<file path="config.mk">
export PLATFORM = sky130hd
export DESIGN_NAME = cdf_div
export DESIGN_NICKNAME = d
export VERILOG_FILES = /design/src/hdl/cdf_pkg.sv /design/src/hdl/cdf_div.sv
export SDC_FILE = /design/constraint.sdc
export NUM_CORES = 1
export LEC_CHECK = 0
export BUFFER_PORTS_ARGS = -buffer_cell sky130_fd_sc_hd__buf_2
export CORE_ASPECT_RATIO = 0.5
export CORE_MARGIN = 3
export CORE_UTILIZATION = 53
export DETAILED_ROUTE_END_ITERATION = 8
export MAX_ROUTING_LAYER = met4
export PLACE_DENSITY = 0.78
export SYNTH_ARGS = -nofsm -noshare
export SYNTH_HDL_FRONTEND = slang
export SYNTH_SLANG_ARGS = --single-unit
export TNS_END_PERCENT = 50
</file>
<file path="constraint.sdc">
create_clock -name i_clk -period 2.7 [get_ports i_clk]
set_clock_uncertainty 0.1 [all_clocks]
set_input_delay 0.27 -clock i_clk [delete_from_list [all_inputs] [get_ports i_clk]]
set_output_delay 0.27 -clock i_clk [all_outputs]
set_load 0.005 [all_outputs]
</file>
<file path="src/hdl/cdf_pkg.sv">
package cdf_pkg;

    localparam int SampleW = 32;
    localparam int ActionW = 2;
    localparam int StatusW = 2;

    localparam logic [ActionW-1:0] ACT_CLEAR = 2'd0;
    localparam logic [ActionW-1:0] ACT_ADD   = 2'd1;
    localparam logic [ActionW-1:0] ACT_QUERY = 2'd2;
    localparam logic [ActionW-1:0] ACT_NOP   = 2'd3;

    localparam logic [StatusW-1:0] STATUS_OK    = 2'd0;
    localparam logic [StatusW-1:0] STATUS_FULL  = 2'd1;
    localparam logic [StatusW-1:0] STATUS_EMPTY = 2'd2;

    // command broadcast to every cell of the row
    typedef struct packed {
        logic insert;
        logic probe;
    } t_cell_op;

endpackage

</file>
<file path="src/hdl/cdf_div.sv">
module cdf_div #(
    parameter int CNT_W  = 9,
    parameter int FRAC_W = 16
) (
    input  logic              i_clk,
    input  logic              i_rst_n,
    input  logic              i_start,
    input  logic [CNT_W-1:0]  i_count,
    input  logic [CNT_W-1:0]  i_total,
    output logic              o_done,
    output logic              o_busy,
    output logic [FRAC_W:0]   o_quot
);
    import cdf_pkg::*;

    localparam int StepW = $clog2(FRAC_W + 2);

    logic [CNT_W:0]   r_rem;
    logic [FRAC_W:0]  r_quot;
    logic [StepW-1:0] r_step;
    logic             r_busy;
    logic             r_done;
    logic             ge;
    logic [CNT_W:0]   diff;

    // one quotient bit per cycle, most significant (the 1.0 bit) first
    assign ge   = r_rem >= {1'b0, i_total};
    assign diff = ge ? (r_rem - {1'b0, i_total}) : r_rem;

    always_ff @(posedge i_clk) begin
        if (!i_rst_n) begin
            r_busy <= 1'b0;
            r_done <= 1'b0;
        end else begin
            r_done <= 1'b0;
            if (i_start) begin
                r_busy <= 1'b1;
                r_step <= '0;
                r_rem  <= {1'b0, i_count};
            end else if (r_busy) begin
                r_quot <= {r_quot[FRAC_W-1:0], ge};
                r_rem  <= {diff[CNT_W-1:0], 1'b0};
                r_step <= r_step + 1'b1;
                if (r_step == StepW'(FRAC_W)) begin
                    r_busy <= 1'b0;
                    r_done <= 1'b1;
                end
            end
        end
    end

    assign o_done = r_done;
    assign o_busy = r_busy;
    assign o_quot = r_quot;

endmodule

</file>
-- Word level (Yosys, flattened, before mapping)
Cells that the tools add are included.
- equal/unequal tests: 1
- order comparisons: 1
- bitwise logic cells: 3
- muxes and demuxes: 8
- reductions and logical operators: 4
- $add $sub $neg: 2
- operators by type and width (operator ; number):
    $mux 9 ; 2
    $ge 10x9->1 ; 1
    $mux 10 ; 1
    $sub 9x9->9 ; 1
    $add 5x1->5 const B ; 1
    $eq 5x5->1 const B ; 1
    $mux 5 ; 1
    $mux 1 ; 4
    $not 1->1 ; 3
    $reduce_and 3->1 ; 1
    $reduce_or 3->1 ; 1
    $reduce_and 2->1 ; 1
    $reduce_bool 2->1 ; 1
- logic and storage cells: 25
- bits of input ports: 21
- output and inout port bits: 19
- bits in registers: 34

-- Logic depth before layout (Yosys ltp)
- depth in word-level cells: 4
- depth in mapped cells: 11
- depth with buffers taken out: 10

-- Worst setup path before layout
No wires, ideal clock.
- path kind: register -> register
- start: reg r_rem[0]
- end: reg r_rem[1] (data pin)
- stages on the path, launching flop included: 11
- buffers on the path: 1
- data arrival time: 1931 ps
- clock period less this slack: 2291 ps
- setup time: 260 ps
- data required time: 2340 ps
- slack: 409 ps
- cell sequence: edfxtp_1 > inv_1 > ha_1 > inv_1 > fa_1 > a21oi_1 > a211o_1 > and3_1 > buf_6 > mux2i_1 > mux2_2
- word-level cells in the longest chain between the ends: 4
- elaborated cells on any way between the ends: 5
- those cells by class: add/sub (1); order compare (1); mux (3)
- RTL lines (item ; RTL line ; source):
    from (decl) ; cdf_div.sv:18 ; logic [CNT_W:0] r_rem;
    from (signal assigned) ; cdf_div.sv:39 ; r_rem <= {1'b0, i_count};
    from (signal assigned) ; cdf_div.sv:42 ; r_rem <= {diff[CNT_W-1:0], 1'b0};
    $sub 9x9->9 / $ge 10x9->1 (equally long branches) ; cdf_div.sv:28, cdf_div.sv:27 ;
    $mux 9 * ; cdf_div.sv:28 ; assign diff = ge ? (r_rem - {1'b0, i_total}) : r_rem;
    $mux 10 * ; cdf_div.sv:40 ; end else if (r_busy) begin
    $mux 9 * ; cdf_div.sv:36 ; if (i_start) begin
Mark *: on every way between the ends. The rest lies on a longest branch, timed or not. The select of a mux whose other input is x is not followed.
A chain may end at the register's enable or synchronous reset.

-- Final worst setup path
- start: reg r_rem[0]
- end: reg r_rem[3] (data pin)
- word-level cells in the longest chain between the ends: 4
- elaborated cells on any way between the ends: 5
- those cells by class: add/sub (1); order compare (1); mux (3)
- RTL lines (item ; RTL line ; source):
    $ge 10x9->1 ; cdf_div.sv:27 ; assign ge = r_rem >= {1'b0, i_total};
    via ge ; cdf_div.sv:23 ; logic ge;
    $mux 9 ; cdf_div.sv:28 ;
    $mux 10 ; cdf_div.sv:40 ;
    $mux 9 ; cdf_div.sv:36 ;
The timed path passes the listed nets, and every way through them passes these cells. The select of a mux whose other input is x is not followed.

==> reports/results.txt <==
RSZ-0062 raised after global routing - false
Row count - 14
Crit path max-delay cell type - fa_1
DR vias - 1297
Count of hold-fix buffers inserted at cts - 0
Slowest stage delay, CP - 0.40 ns
Element type at the critical path end - register
Mapped Cells - 151
Ranking of synthesized cells by area - edfxtp_1 53%, ha_1 7.5%, inv_1 3.3%, a21oi_1 3.0%, nor2b_1 2.4%
Maxcap violations - 0
Drt total wl - 3.46 mm
Initial antenna violation count - 0
Global-route wire length before repair - 5.35 mm
Initial DRC Count - 68
CTS root buffer - clkbuf_8
Worst-Skew Late Latency - 0.28 ns
Via density - 5.47
Postcts setup bufs - 0
Worst-path clk slew - 0.07 ns
CTS resizes - 0
Final net count - 229
Ys async rst share - 0%
PwrDens - 625 nW/um2
Max Clock Freq - 0.393 GHz
Leak - 0.913 nW
GRT Residual Overflow - 0
Largest net degree at the start of global routing - 30
Port-buffer cells - 39
Cell Area, Synth - 1820 um2
Final GP Congestion - 0.870
Core area - 3140 um2
Pins Over Slew Limit - 0
Fin Setup TNS - 0 ns
Worst Path Buf+Inv - 3
Die span in x - 89.0 um
Clock group share of total power - 35.6%
Crit Path Category - reg -> reg
Post-layout min period - 2.54 ns
Share of cells above drive strength 1 - 28.4%
EDFF count, synth - 32
Max FO, Critical Path - 9
# setup viols final - 0
Clock Sink Count - 34
Rel. slew slack - 53.8%
Switching share of total power - 24.5%
Worst-margin pin slew - 0.694 ns
GRT Total Usage - 17.7%
P_sw - 333 uW
Area grow syn2layout - 19.4%
Hold WC Path Type - in -> reg
DRC - 0
DRT antenna net count - 0
Sequential power share - 46.1%
Drt pass-1 iters - 4
Most frequent CP cell - inv_1
Critical Path RT - 2.63 ns
Max VDD drop - 225 uV
Final period util - 94.2%
Number of library cell types mapped by synthesis - 39
Vias in the first global route - 1202
Status - completed
Syn Area/Cell - 12.1 um2
Detail Placement HPWL - 2.51 mm
Startpoint class of the critical path - register
Predominant post-synthesis flop cell - edfxtp_1
Combinational power share - 18.3%
CTS HTree Levels - 2
Initial core utilization - 58.2%
Crit path max-delay family - adder cells
CP Cell Sequence - inv_1 -> ha_1 -> inv_1 -> fa_1 -> a21oi_1 -> a211o_1 -> and3_1 -> inv_1 -> mux2i_1 -> o21ai_0
Max Buffers Root-to-Sink - 2
Yosys top cell area share - 52.7%
Syn nets - 184
Fin. Hold Viols - 0
Die area - 4220 um2
Post-synth top area cell - edfxtp_1
Diodes inserted - 0
TritonCTS Buffers - 5
CTS tree - yes
Final Core Density - 69.5%
WL/cell - 14.6 um
Die H - 47.5 um
I/O pins - 40
Synth Warn # - 0
Sequential fraction of the synthesis area - 54.9%
Critical path arrival - 2.47 ns
Seq cells post-synth - 34
Internal - 1.03 mW
==> cells by family (layout without fill, tap and decap cells) <==
| group | after synthesis | in the layout | share of synthesized area [%] |
|---|---|---|---|
| adder cells (fa/ha/maj) | 12 | 12 | 8.64 |
| AND/OR/NAND/NOR | 41 | 41 | 12.5 |
| XOR/XNOR | 8 | 8 | 3.84 |
| AO/OA/AOI/OAI | 29 | 29 | 11.4 |
| flip-flops | 34 | 34 | 54.9 |
| buffers and inverters | 21 | 67 | 5.35 |
| multiplexers | 6 | 6 | 3.43 |
==> worst reg2reg max path, cell delays in order, from the launching register on <==
cell	delay, ns
edfxtp_1	0.36
inv_1	0.08
ha_1	0.16
inv_1	0.05
fa_1	0.40
a21oi_1	0.21
a211o_1	0.15
and3_1	0.39
inv_1	0.16
mux2i_1	0.16
o21ai_0	0.08
==> flip-flops by register name (all words and copies together) (netlist names) <==
signal / cells
o_done: 1
o_quot: 17
r_step: 5
o_busy: 1
r_rem: 10
==> placed cells by master, fill, tap and decap left out, types with 2 or more instances in the layout <==
| master | Yosys | final |
|---|---|---|
| nand3_1 | 5 | 5 |
| o311ai_2 | 2 | 2 |
| a21o_1 | 2 | 2 |
| a221o_1 | 2 | 2 |
| nand2_1 | 7 | 7 |
| nand3b_1 | 4 | 4 |
| nor2_1 | 7 | 7 |
| o21ai_0 | 3 | 3 |
| buf_2 | 0 | 39 |
| clkbuf_8 | 0 | 6 |
| nor3_1 | 4 | 4 |
| mux2_2 | 2 | 2 |
| ha_1 | 11 | 11 |
| a21oi_1 | 11 | 11 |
| xor2_1 | 4 | 4 |
| dfxtp_1 | 2 | 2 |
| buf_4 | 0 | 4 |
| xnor2_1 | 4 | 4 |
| inv_1 | 16 | 16 |
| nor2b_1 | 7 | 7 |
| mux2i_1 | 4 | 4 |
| edfxtp_1 | 32 | 32 |
==> layout make-up <==
class | instances | area (um2)
repair buffers | 43 | 225
inverters | 16 | 60.1
flip-flops and latches | 34 | 1000
clock inverters | 1 | 30.0
well taps | 40 | 50.0
clock buffers | 7 | 86.3
fillers | 231 | 957
multi-input cells | 96 | 726
==> cell usage after synthesis, drive strengths merged, types with 3 or more instances <==
master and number:
nand2 7, nor3 4, mux2i 4, xor2 4, nand3 6, ha 11, clkbuf 3, nand3b 4
edfxtp 32, xnor2 4, nor2 7, nor2b 7, inv 16, a21oi 11, o21ai 3
==> metal layers <==
layer | share of wire, % | GRT usage (%)
met4 | 0.23 | 3.26
met1 | 47 | 21.1
met3 | 6.5 | 6.70
met2 | 46 | 29.6
met5 | 0 | -
==> power by group through the flow <==
stage               Sequential, mW  Clock [mW]  Combinational (mW)
finish                       0.627       0.484               0.250
global route                 0.631       0.518               0.279
CTS                          0.628       0.493               0.250
detailed placement           0.639           0               0.248
global placement             0.638           0               0.243
floorplan                    0.635           0               0.195
==> worst paths after layout <==
kind | start | to | slack [ns] | depth (start not counted)
worst max-delay path | r_rem[0]$_SDFFCE_PN0P_ | r_rem[3]$_DFFE_PP_ | 0.16 | 10
worst min-delay path | i_rst_n | o_busy$_SDFF_PN0_ | 0.14 | 2
worst max register to register | r_rem[0]$_SDFFCE_PN0P_ | r_rem[3]$_DFFE_PP_ | 0.16 | 10
worst min register to register | o_quot[14]$_DFFE_PP_ | o_quot[15]$_DFFE_PP_ | 0.34 | 0
==> through the flow <==
stage / hold WS, ns / instance area [um2] / setup slack (ns) / total power, mW / std cells
after global placement: 0.329 / 2060 / 0.202 / 0.881 / 229
final: 0.142 / 2180 / 0.158 / 1.36 / 237
after global routing: 0.166 / 2180 / 0.0253 / 1.43 / 237
after CTS: 0.144 / 2180 / 0.137 / 1.37 / 237
after floorplan: 0.298 / 1820 / 0.409 / 0.829 / 151
after detailed placement: 0.330 / 2060 / 0.163 / 0.886 / 229
Power figures use the tool's default switching activity.
