<file path="config.mk">
export PLATFORM = sky130hd
export DESIGN_NAME = cdf_cell
export DESIGN_NICKNAME = d
export VERILOG_FILES = /design/src/hdl/cdf_pkg.sv /design/src/hdl/cdf_cell.sv
export SDC_FILE = /design/constraint.sdc
export NUM_CORES = 1
export LEC_CHECK = 0
export ABC_CLOCK_PERIOD_IN_PS = 4400
export BUFFER_PORTS_ARGS = -buffer_cell sky130_fd_sc_hd__buf_2
export CAP_MARGIN = 40
export CORE_ASPECT_RATIO = 0.7
export CORE_MARGIN = 8
export CORE_UTILIZATION = 35
export CTS_CLUSTER_SIZE = 40
export DETAILED_ROUTE_END_ITERATION = 12
export PLACE_DENSITY = 0.67
export SLEW_MARGIN = 20
export SYNTH_ARGS = -nofsm -noshare
export SYNTH_HDL_FRONTEND = slang
export SYNTH_SLANG_ARGS = --single-unit
</file>
<file path="constraint.sdc">
create_clock -name i_clk -period 4.4 [get_ports i_clk]
set_input_delay 0.22 -clock i_clk [delete_from_list [all_inputs] [get_ports i_clk]]
set_output_delay 0.22 -clock i_clk [all_outputs]
set_load 0.01 [all_outputs]
</file>
<file path="src/hdl/cdf_pkg.sv">
package cdf_pkg;

    localparam int SampleW = 32;
    localparam int ActionW = 2;
    localparam int StatusW = 2;

    localparam logic [ActionW-1:0] ACT_CLEAR = 2'd0;
    localparam logic [ActionW-1:0] ACT_ADD   = 2'd1;
    localparam logic [ActionW-1:0] ACT_QUERY = 2'd2;
    localparam logic [ActionW-1:0] ACT_NOP   = 2'd3;

    localparam logic [StatusW-1:0] STATUS_OK    = 2'd0;
    localparam logic [StatusW-1:0] STATUS_FULL  = 2'd1;
    localparam logic [StatusW-1:0] STATUS_EMPTY = 2'd2;

    // command broadcast to every cell of the row
    typedef struct packed {
        logic insert;
        logic probe;
    } t_cell_op;

endpackage

</file>
<file path="src/hdl/cdf_cell.sv">
module cdf_cell #(
    parameter int RANK_W = 9
) (
    input  logic                   i_clk,
    input  cdf_pkg::t_cell_op      i_op,
    input  logic [31:0]            i_key,
    input  logic                   i_valid,
    input  logic                   i_left_valid,
    input  logic                   i_left_gt,
    input  logic [31:0]            i_left_sample,
    input  logic                   i_right_le,
    input  logic [RANK_W-1:0]      i_rank,
    output logic [31:0]            o_sample,
    output logic                   o_gt,
    output logic                   o_le,
    output logic [RANK_W-1:0]      o_word
);
    import cdf_pkg::*;

    logic [SampleW-1:0] r_sample;
    logic               r_le;
    logic               take;

    assign o_gt = i_valid && ($signed(r_sample) > $signed(i_key));

    // a new sample lands in the first cell holding a larger one, or in the
    // first empty cell; everything above moves one cell right
    assign take = i_op.insert && (o_gt || (!i_valid && i_left_valid));

    always_ff @(posedge i_clk) begin
        if (take) begin
            r_sample <= i_left_gt ? i_left_sample : i_key;
        end
        if (i_op.probe) begin
            r_le <= i_valid && !o_gt;
        end
    end

    // only the last cell at or below the key reports its rank
    assign o_word   = (r_le && !i_right_le) ? i_rank : '0;
    assign o_sample = r_sample;
    assign o_le     = r_le;

endmodule

</file>
== After elaboration in Yosys (flattened, before gate mapping) ==
Index checks and enable logic that the tools add are counted.

* Input port bits: 80
* Word-level logic and storage cells: 14
* Memory bits (writable): 0
* Memory bits (read-only): 0
* Bits in latches: 0
* Register bits: 33
* Memories kept: 0
* Output and inout bits: 43

* $lt $le $gt $ge: 1
* Muxes and demuxes: 2
* Reduce and logical (&&, ||, !) cells: 9
* $mul: 0
* Bitwise logic cells: 0
* Equality and inequality tests: 0
* Shifts and indexed selects: 0
* Add/subtract/negate cells: 0
* Divide/modulo/power cells: 0

{| class="wikitable"
|+ Operators by type and width
! kind !! count
|-
| $gt A32 B32 Y1 || 1
|-
| $mux W32 || 1
|-
| $mux W9 || 1
|-
| $logic_and A1 B1 Y1 || 5
|-
| $logic_not A1 Y1 || 3
|-
| $logic_or A1 B1 Y1 || 1
|}

== Logic depth before layout (Yosys ltp) ==
Gate-level depths: netlist of the first run.

* Depth in word-level cells: 4
* Depth in mapped cells: 8

== Worst setup path after synthesis of the first run ==
No wires, ideal clock.

* Path kind: register to register
* Start point: reg r_sample[21] (netlist: o_sample[21])
* End point: reg r_sample[0] (netlist: o_sample[0]) (enable)
* Data arrival time: 3.332 ns
* Setup slack: 0.627 ns
* Setup time: 0.441 ns
* Period minus slack after synthesis: 3.773 ns
* Buffers on the path: 0
* Cell stages (with the launch flop): 8
* Cell sequence: edfxtp_1 > ha_1 > a211oi_2 > nor2_1 > nor4_2 > or2_2 > o211ai_2 > a31oi_1

* Word-level cells in the longest chain between the ends: 4

{| class="wikitable"
|+ RTL lines
! element !! RTL line !! text
|-
| from (decl) || cdf_cell.sv:20 || <nowiki>logic [SampleW-1:0] r_sample;</nowiki>
|-
| from (signal assigned) || cdf_cell.sv:32 || <nowiki>r_sample <= i_left_gt ? i_left_sample : i_key;</nowiki>
|-
| $gt A32 B32 Y1 || cdf_cell.sv:24 || <nowiki>assign o_gt = i_valid && ($signed(r_sample) > $signed(i_key));</nowiki>
|-
| $logic_and A1 B1 Y1 || cdf_cell.sv:24 ||
|-
| $logic_or A1 B1 Y1 || cdf_cell.sv:28 || <nowiki>assign take = i_op.insert && (o_gt || (!i_valid && i_left_valid));</nowiki>
|-
| $logic_and A1 B1 Y1 || cdf_cell.sv:28 ||
|-
| named net take || cdf_cell.sv:22 || <nowiki>logic take;</nowiki>
|}

The timed path passes the listed nets, and every way through them passes these cells.
A chain may end at the register's enable or synchronous reset.

== Worst setup path after layout of the first run ==
* Start point: reg r_sample[31] (netlist: o_sample[31])
* End point: reg r_sample[17] (netlist: o_sample[17]) (enable)

The elaborated chain is that of the path after synthesis.

==> results of run 1 <==
## per-stage QoR
stage,worst slack (ns),hold WS [ns],total power [uW],area [sq um],cells
final,1.49,0.140,827,3090,441
after global routing,1.24,0.132,883,3090,441
after floorplan,0.627,0.332,520,2260,239
after detailed placement,1.49,0.420,625,3010,434
after CTS,1.44,0.132,837,3090,441
after global placement,1.39,0.420,611,2960,432
## layer usage
layer | wire [um] | up-vias | track usage, %
li1 | - | 1086 | -
met4 | 13 | 0 | 2.20
met5 | 0 | - | 0
met1 | 3100 | 939 | 17.7
met2 | 2860 | 86 | 21.9
met3 | 587 | 2 | 5.42
## critical path: stages, from the launching register on
cell and delay [ns]:
edfxtp_1 0.41, ha_1 0.37, nand4_1 0.16, nor4_1 0.49
o2111ai_2 0.27, a31oi_4 0.69, buf_16 0.23
## cells by family (layout without fill, tap and decap cells)
group / count (synthesis) / count (layout) / share of synthesized area [%]
AOI/OAI and AO/OA: 61 / 61 / 15.4
muxes: 1 / 1 / 0.498
buffers and inverters: 42 / 166 / 6.98
DFF: 33 / 33 / 43.9
adders and majority gates: 32 / 32 / 17.7
and+or+nand+nor: 70 / 70 / 15.5
## path summary, 6_finish.rpt
| kind | to | cells past startpoint |
|---|---|---|
| worst max-delay path | o_sample[17] | 6 |
| worst min-delay path | o_le | 1 |
| worst max register to register | o_sample[17] | 6 |
| worst min register to register | o_le | 3 |
## power by group through the flow
stage               clock network, uW  registers [uW]  logic [uW]
floorplan                           0             411         109
global route                      232             396         254
CTS                               217             393         227
finish                            211             393         222
detailed placement                  0             400         225
global placement                    0             398         212
## cell usage in the layout (no fill, tap or decap), drive strengths merged, types with 2 or more instances in the layout
master,instances
edfxtp,33
nand2,40
nor4,3
nand3,2
ha,32
a21oi,13
nand4,6
buf,124
and2,9
and3,2
nor2b,2
o21ai,38
clkbuf,6
o211ai,2
nor2,4
inv,35
## registers in the layout, summed over array words and instances (netlist names)
name	cells
o_le	1
o_sample	32
## area by class of cell
type	instances	area (sq um)
Clock inverter	1	3.75
Tap cell	78	97.6
Inverter	35	131
Timing Repair Buffer	124	666
Clock buffer	6	72.6
Multi-Input combinational cell	164	1130
Fill cell	625	3160
Sequential cell	33	991
==> impl_results.md, run 1 <==
* Leak pwr at approximately 0.0016 uW
* Num CTS Buffers at 5
* Crit Path Max Fanout at 17
* Status: completed
* Ant diodes at 0
* Setup_tns at 0 ns
* Clock power share at roughly a quarter
* Port buffer count at 122
* Post-DP HPWL at 5610 um
* Final period utilization at roughly two thirds
* Post-synth cell types at 29
* Most common cell in the synthesized netlist: nand2_1
* Vias per inst at ~4.8
* Nets at 475
* Register area share after synthesis at roughly 44%
* DRC viols at 0
* Unrepaired setup endpoints after global routing: no
* Max frequency at 344 MHz
* Critical path required time at 4.38 ns
* Slew Limit Fails at 0
* P per Cell Area at approximately 270 mW/mm^2
* #FFs+latches synth at 33
* Worst r2r src: o_sample[31]
* Post-DR wirelength/cell at 14.9 um
* H-tree depth at 2
* Worst setup EP type: flip-flop
* Vias post-DR at roughly 2,100
* Max clock buf depth at 2
* Global-route wire length before repair at 10,700 um
* Netlist Area Pre-Place at ~0.0023 sq mm
* Post-cts sizing count at 0
* Reg-to-reg slack, setup at between 1 and 1.5 ns
* Critical path class: reg -> reg
* Worst EP arrival at roughly 2.9 ns
* Clk sinks at 33
* Post-CTS Setup Bufs at 0
* Layout cells sized above 1 at about 39%
* Final wirelength at between 6000 and 7000 um
* Comb pwr share at between 20% and 30%
* CP startpoint kind: flip-flop
* Die Span X at 112 um
* Vias in the first global route at roughly 2,200
* NetSw at 239 uW
* Final GP Congestion at between 0.8 and 0.9
* CORE AREA at between 0.006 and 0.007 sq mm
* Row Count at 24
* Initial DRT Pass Iterations at 4
* Initial antenna violation count at 0
* Synth-to-Final Area Change at 36.7%
* Internal Pwr Total at 587 uW
* Asr flop ratio synth at 0%
* Max Cap Viol at 0
* Tmin final at around 2.9 ns
* Iter 0 DRT Violations at a little under 60
* Primary FF master, synth: edfxtp_1
* Slew headroom at between 50% and 60%
* Yosys warnings at 0
* Remaining Overflow, GRT at 0
* Tightest Hold Check Type: in -> reg
* Synth area leader: edfxtp_1
* Clock Skews at a little under 0.007 ns
* Number of flops mapped to enable cells by yosys at 33
* Hold_sp: i_op[0]
* Clk root buf: clkbuf_8
* Largest cells by area after synthesis: edfxtp_1 44%, ha_1 18%, o21ai_0 8.4%
* Post-route ant nets at 0
* Post-synth top cells: 40 x nand2_1, 38 x o21ai_0, 35 x inv_1
* Switching Fraction at roughly 29%
* Sequential Power Share at around 48%
* Clk_lat worst skew at 0.28 ns
* Final setup fails at 0
* Peak supply drop at 0.167 mV
* Die Footprint at 0.00932 sq mm
* Pin count of the biggest net entering global routing at 33
* Worst setup path start: o_sample[31]
* TritonCTS clock tree: yes
* Syn Area/Cell at 9.45 sq um
* CTS Hold Bufs at 0
* Initial core utilization at a little over a third
* Worst slew pin tran at ~0.74 ns
* Core Util, Final at 49.4%
* Final hold violations at 0
* Share of the synthesized area in the top cell type at ~44%
* Syn_nets at around 350
* Die Height at around 83 um
* GRT Overall Usage at between 10% and 20%
* IO Count at 123
* Cells after Synth at approximately 240
* Clock transition at path regs at around 0.07 ns
Note: power is estimated with default switching activity, not from simulation.
==> run 2: changes to the inputs <==
--- a/config.mk
+++ b/config.mk
@@ -5,7 +5,7 @@
 export SDC_FILE = /design/constraint.sdc
 export NUM_CORES = 1
 export LEC_CHECK = 0
-export ABC_CLOCK_PERIOD_IN_PS = 4400
+export ABC_CLOCK_PERIOD_IN_PS = 2900
 export BUFFER_PORTS_ARGS = -buffer_cell sky130_fd_sc_hd__buf_2
 export CAP_MARGIN = 40
 export CORE_ASPECT_RATIO = 0.7
==> constraint.sdc (replaced) <==
create_clock -name i_clk -period 2.9 [get_ports i_clk]
set_input_delay 0.145 -clock i_clk [delete_from_list [all_inputs] [get_ports i_clk]]
set_output_delay 0.145 -clock i_clk [all_outputs]
set_load 0.01 [all_outputs]
==> run 2 against run 1 <==
Compared with the run above:
- via count is 0.33% higher
- largest cell class unchanged
- sequential share of layout area is 0.34 points higher
- largest power group unchanged
- highest routed layer unchanged
- sequential power is 52% higher
- critical path depth is 2 higher
- die area stayed put
- global-route usage is 0.074 points higher
- cell area is 1.1% lower
- non-clock buffer count is 1 higher
==> impl_results.md, run 2 (synthesized netlist as in run 1, its figures left out) <==
* TritonCTS clock tree: yes
* Area taken by multi-input logic gates at 0.00113 sq mm (unchanged)
* Final period utilization at between 80 and 90%
* Vias per inst at 4.80 (+0.10%)
* Vias post-DR at 2,120 (+0.33%)
* Vias in the first global route at 2,218 (-0.85%)
* Worst r2r src: o_sample[21]
* Reg-to-reg slack, setup at 0.43 ns (-1.06 ns)
* Row Count at 24 (unchanged)
* Ant diodes at 0 (unchanged)
* Layout cells sized above 1 at 38.7% (+0.17 points)
* Placed Cells incl. Taps at 435 (+0.23%)
* DP Worst Slack at 0.420 ns (-1.07 ns)
* Most common cell after layout, fill and taps aside: buf_2
* Die Footprint at 0.00932 sq mm (unchanged)
* Initial DRT Pass Iterations at 4 (unchanged)
* Final setup fails at 0 (unchanged)
* Leak pwr at 0.00155 uW (-0.64%)
* IO Count at 123 (unchanged)
* Global-route wire length before repair at 10,700 um (unchanged)
* Max reg flops at 32 (unchanged)
* Final hold violations at 0 (unchanged)
* Final Worst Setup Slack at 0.370 ns (-1.12 ns)
* Final wirelength at 6670 um (+1.8%)
* Worst EP arrival at 2.39 ns (-0.50 ns)
* Die Height at 83.2 um (unchanged)
* Worst setup EP type: output port
* Max Cap Viol at 0 (unchanged)
* Remaining Overflow, GRT at 0 (unchanged)
* Num CTS Buffers at 5 (unchanged)
* Slew headroom at 65.7% (+15 points)
* Max clock buf depth at 2 (unchanged)
* Layout fillers at 636 (+1.8%)
* Clk sinks at 33 (unchanged)
* Post-route ant nets at 0 (unchanged)
* Post-cts sizing count at 0 (unchanged)
* Clk_lat worst skew at 0.28 ns (about the same)
* Crit Path Max Fanout at 3 (-14)
* Reg-to-reg endpoint: o_sample[8]
* Design Power at 1250 uW (+52%)
* Tightest Hold Check Type: in -> reg
* Unrepaired setup endpoints after global routing: no
* CP startpoint kind: flip-flop
* Max frequency at around 400 MHz
* Die Span X at 112 um (unchanged)
* Setup_tns at 0 ns (unchanged)
* P per Cell Area at 410 mW/mm^2 (+53%)
* Leading cell types in the layout, fill and taps excluded: 122 x buf_2, 40 x nand2_1, 38 x o21ai_0, 35 x inv_1, 33 x edfxtp_1
* Worst slew pin tran at 0.515 ns (-0.223 ns)
* Status: completed
* Worst setup endpoint: o_gt
* Critical path class: reg -> out
* Critical path required time at 2.76 ns (-1.62 ns)
* GRT Overall Usage at 13.9% (+0.074 points)
* Tmin final at 2.53 ns
* Clk root buf: clkbuf_8
* Synth-to-Final Area Change at 35.2%
* Post-DP HPWL at 5660 um (+0.88%)
* Clock Skews at 0.00836 ns (+0.00155 ns)
* Nets at 476 (+0.21%)
* Port buffer count at 122 (unchanged)
* Post-DR wirelength/cell at 15.1 um (+1.5%)
* CORE AREA at 0.00625 sq mm (unchanged)
* Iter 0 DRT Violations at 56 (-5.1%)
* Post-CTS Setup Bufs at 0 (unchanged)
* Register area at 991 sq um (unchanged)
* DRC viols at 0 (unchanged)
* Peak supply drop at 0.197 mV (+18%)
* Initial core utilization at 36.2% (unchanged)
* Pin count of the biggest net entering global routing at 35 (+6.1%)
* Slew Limit Fails at 0 (unchanged)
* H-tree depth at 2 (unchanged)
* Hold_ws at 0.0744 ns (-0.0653 ns)
* Reg2Reg Depth at 8 (+2)
* Cell Count, Final, Fillers Out at 442 (+0.23%)
* Initial antenna violation count at 0 (unchanged)
* CTS Hold Bufs at 0 (unchanged)
* Final GP Congestion at 0.891 (+5.4%)
* Worst setup path start: o_sample[21]
* Clock transition at path regs at 0.07 ns (about the same)
## run 2: cell types whose count changed in the layout (fill, tap and decap cells not counted)
cell / before / now
buf_4: 0 / 3
buf_16: 2 / 0
## run 2: area by class of cell
cell class                      count  area share [%]
Clock inverter                      1           0.123
Timing Repair Buffer              125            20.7
Sequential cell                    33            32.4
Tap cell                           78            3.19
Clock buffer                        6            2.38
Multi-Input combinational cell    164            36.9
Inverter                           35            4.30
## run 2: worst min-delay path by stage
stage                  from    to  depth (start not counted)
floorplan           i_op[0]  o_le                          0
global placement    i_op[0]  o_le                          1
detailed placement  i_op[0]  o_le                          1
CTS                 i_op[0]  o_le                          1
global route        i_op[0]  o_le                          1
finish              i_op[0]  o_le                          1
## run 2: metrics by stage
| stage | utilization, % | cell area [sq um] |
|---|---|---|
| 2_1_floorplan | - | 2270 |
| 3_3_place_gp | 47.7 | 2980 |
| 3_5_place_dp | 47.7 | 2980 |
| 4_1_cts | 48.9 | 3060 |
| 5_1_grt | 48.9 | 3060 |
| 6_report | 48.9 | 3060 |
## run 2: routing by layer
metal / vias up / track usage [%] / wire length [um]
li1: 1087 / - / -
met2: 78 / 21.0 / 2850
met1: 951 / 17.9 / 3200
met4: 0 / 4.39 / 72
met3: 4 / 5.35 / 550
met5: - / 0 / 0
## run 2: worst max-delay path: stages (launching register included)
cell	delay, ns
edfxtp_1	0.40
ha_1	0.33
a211oi_2	0.22
nor2_1	0.09
nor4_2	0.24
or2_2	0.19
o2111ai_2	0.17
a21boi_1	0.28
buf_2	0.19
## run 2: where the power goes
group	internal, uW	switching (uW)	total [uW]
logic	148	186	334
clock network	162	162	324
registers	576	20.1	596
total	885	368	1250
==> run 3: changes to the inputs <==
--- a/config.mk
+++ b/config.mk
@@ -8,12 +8,12 @@
 export ABC_CLOCK_PERIOD_IN_PS = 2900
 export BUFFER_PORTS_ARGS = -buffer_cell sky130_fd_sc_hd__buf_2
 export CAP_MARGIN = 40
-export CORE_ASPECT_RATIO = 0.7
 export CORE_MARGIN = 8
 export CORE_UTILIZATION = 35
 export CTS_CLUSTER_SIZE = 40
 export DETAILED_ROUTE_END_ITERATION = 12
 export PLACE_DENSITY = 0.67
+export SETUP_SLACK_MARGIN = 0.05
 export SLEW_MARGIN = 20
 export SYNTH_ARGS = -nofsm -noshare
 export SYNTH_HDL_FRONTEND = slang
==> run 3 against run 2 <==
Compared with the run above:
- die area fell by 0.44%
- hold slack worse by 0.015 ns
- clock power down 4%
- register-to-register slack gained 0.05 ns
- cell area about the same
- setup slack better by 0.11 ns
- power down 1.9%
- critical path depth is the same
- critical endpoint is now o_sample[18]
==> impl_results.md, run 3 (synthesized netlist as in run 1, its figures left out) <==
* Synth-to-Final Area Change at 35.2% (about the same)
* Worst setup endpoint: o_sample[18]
* Final hold violations at 0 (unchanged)
* Initial DRT Pass Iterations at 4 (unchanged)
* Crit-path cells: ha_1, a211oi_2, nor2_1, nor4_2, or2_2, o2111ai_2, a31oi_4, buf_4
* Layout cells sized above 1 at 38.7% (unchanged)
* Global-route wire length before repair at 9400 um (-12%)
* CP startpoint kind: flip-flop
* Status: completed
* Final setup fails at 0 (unchanged)
* Slew Limit Fails at 0 (unchanged)
* Sequential Power Share at 48.3% (+0.8 points)
* Max reg flops at 32 (unchanged)
* DRC viols at 0 (unchanged)
* Clk root buf: clkbuf_8
* Initial antenna violation count at 0 (unchanged)
* Critical path required time at 2.87 ns (+0.11 ns)
* Final GP Congestion at 0.805 (-9.6%)
* Worst r2r src: o_sample[21]
* Critical path class: reg -> reg
* Worst slew pin tran at 0.535 ns (+0.0206 ns)
* Clock transition at path regs at 0.07 ns (about the same)
* Crit-path slowest cell: edfxtp_1
* Crit Path Max Fanout at 16 (+13)
* Switching Fraction at 28.1% (-1.2 points)
* Final Instance Area at 0.00305 sq mm (about the same)
* Num CTS Buffers at 5 (unchanged)
* IO Count at 123 (unchanged)
* Die Span X at 96.4 um (-14%)
* Ant diodes at 0 (unchanged)
* Die Height at 96.4 um (+16%)
* Max Cap Viol at 0 (unchanged)
* Hold_ws at 0.0594 ns (-0.0150 ns)
* Routed met1 length at 2340 um (-27%)
* P per Cell Area at 403 mW/mm^2 (-1.8%)
* CTS Hold Bufs at 0 (unchanged)
* H-tree depth at 2 (unchanged)
* Leak pwr at 0.00155 uW (unchanged)
* Slew headroom at 64.3% (-1.4 points)
* CP Buf/Inv Count at 1 (unchanged)
* Tmin final at 2.42 ns (-0.109 ns)
* Post-route ant nets at 0 (unchanged)
* TritonCTS clock tree: yes
* Vias per inst at 4.67 (-2.6%)
* Remaining Overflow, GRT at 0 (unchanged)
* Post-CTS Setup Bufs at 0 (unchanged)
* Setup_tns at 0 ns (unchanged)
* Comb pwr share at 26.3% (-0.3 points)
* GRT Overall Usage at 12.9% (-0.97 points)
* Clock Skews at 0.00682 ns (-0.00154 ns)
* Worst path depth at 8 (unchanged)
* Vias post-DR at 2,061 (-2.8%)
* Nets at 476 (unchanged)
* Clock power share at 25.4% (-0.4 points)
* Peak supply drop at 0.237 mV (+20%)
* Clk sinks at 33 (unchanged)
* Worst EP arrival at 2.39 ns (about the same)
* Leading cell types in the layout, fill and taps excluded: 122 x buf_2, 40 x nand2_1, 38 x o21ai_0, 35 x inv_1, 33 x edfxtp_1
* Post-DR wirelength/cell at 13.5 um (-11%)
* Post-cts sizing count at 0 (unchanged)
* Iter 0 DRT Violations at 50 (-11%)
* CP top delay family: compound AO/OA/AOI/OAI gates
* Post-DP HPWL at 5130 um (-9.3%)
* CORE AREA at 0.00631 sq mm (+1.1%)
* Max clock buf depth at 2 (unchanged)
* Row Count at 29 (+21%)
* Die Footprint at 0.00928 sq mm (-0.44%)
* Reg2Reg Depth at 8 (unchanged)
* Worst setup EP type: flip-flop
* Most common cell after layout, fill and taps aside: buf_2
* Slowest stage delay, CP at 0.40 ns (about the same)
* Internal Pwr Total at 884 uW (-0.15%)
* Met3 WL post-DR at 660 um (+20%)
* Worst setup path start: o_sample[21]
* Final wirelength at 5960 um (-11%)
* Placed Instance Area at 0.00298 sq mm (about the same)
* NetSw at 346 uW (-6.0%)
* Tightest Hold Check Type: in -> reg
* Reg-to-reg slack, setup at 0.48 ns (+0.05 ns)
* Unrepaired setup endpoints after global routing: no
* Top Layer Used: met4
* Vias in the first global route at 2,137 (-3.7%)
* Pin count of the biggest net entering global routing at 37 (+5.7%)
* Met2 WL post-DR at 2910 um (+2.1%)
* Final period utilization at 83.5% (-3.8 points)
* Max frequency at 413 MHz (+4.5%)
* Port buffer count at 122 (unchanged)
* Reg-to-reg endpoint: o_sample[18]
* Initial core utilization at 35.8% (-0.39 points)
* Clk_lat worst skew at 0.28 ns (about the same)
run 3: cell counts in the layout (fill, tap and decap cells not counted):
Identical to the previous run, type by type.
run 3: through the flow:
stage	util [%]	instances	setup slack (ns)	total power, uW
after detailed placement	47.2	434	0.481	935
after global placement	47.2	434	0.517	928
after global routing	48.4	441	0.303	1320
after CTS	48.4	441	0.463	1250
final	48.4	441	0.479	1230
after floorplan	-	239	0.222	790
run 3: power by group through the flow:
stage	sequential, uW	combinational, uW	clock, uW
final	594	323	312
after global routing	598	372	350
after floorplan	622	168	0
after detailed placement	604	330	0
after global placement	603	325	0
after CTS	595	332	327
run 3: worst reg2reg max path, stage by stage (launching register included):
cell	delay, ns
edfxtp_1	0.40
ha_1	0.31
a211oi_2	0.22
nor2_1	0.09
nor4_2	0.23
or2_2	0.18
o2111ai_2	0.17
a31oi_4	0.23
buf_4	0.27
run 3: worst min-delay path by stage:
stage                     cells past startpoint  endpoint  startpoint  slack, ns
after floorplan                               0      o_le     i_op[0]       0.26
after global placement                        1      o_le     i_op[0]       0.34
after detailed placement                      1      o_le     i_op[0]       0.35
after CTS                                     1      o_le     i_op[0]       0.05
after global routing                          1      o_le     i_op[0]       0.05
final                                         1      o_le     i_op[0]       0.06
run 3: routing by layer:
metal	track usage [%]	vias up
met5	0	-
met4	3.03	0
met3	5.62	5
met2	21.6	73
met1	14.9	896
li1	-	1087
run 3: layout make-up:
cell class,count,area (sq um)
Clock buffer,6,72.6
Clock inverter,1,3.75
Fill cell,617,3260
Inverter,35,131
Multi-Input combinational cell,164,1130
Sequential cell,33,991
Tap cell,77,96.3
Timing Repair Buffer,125,633
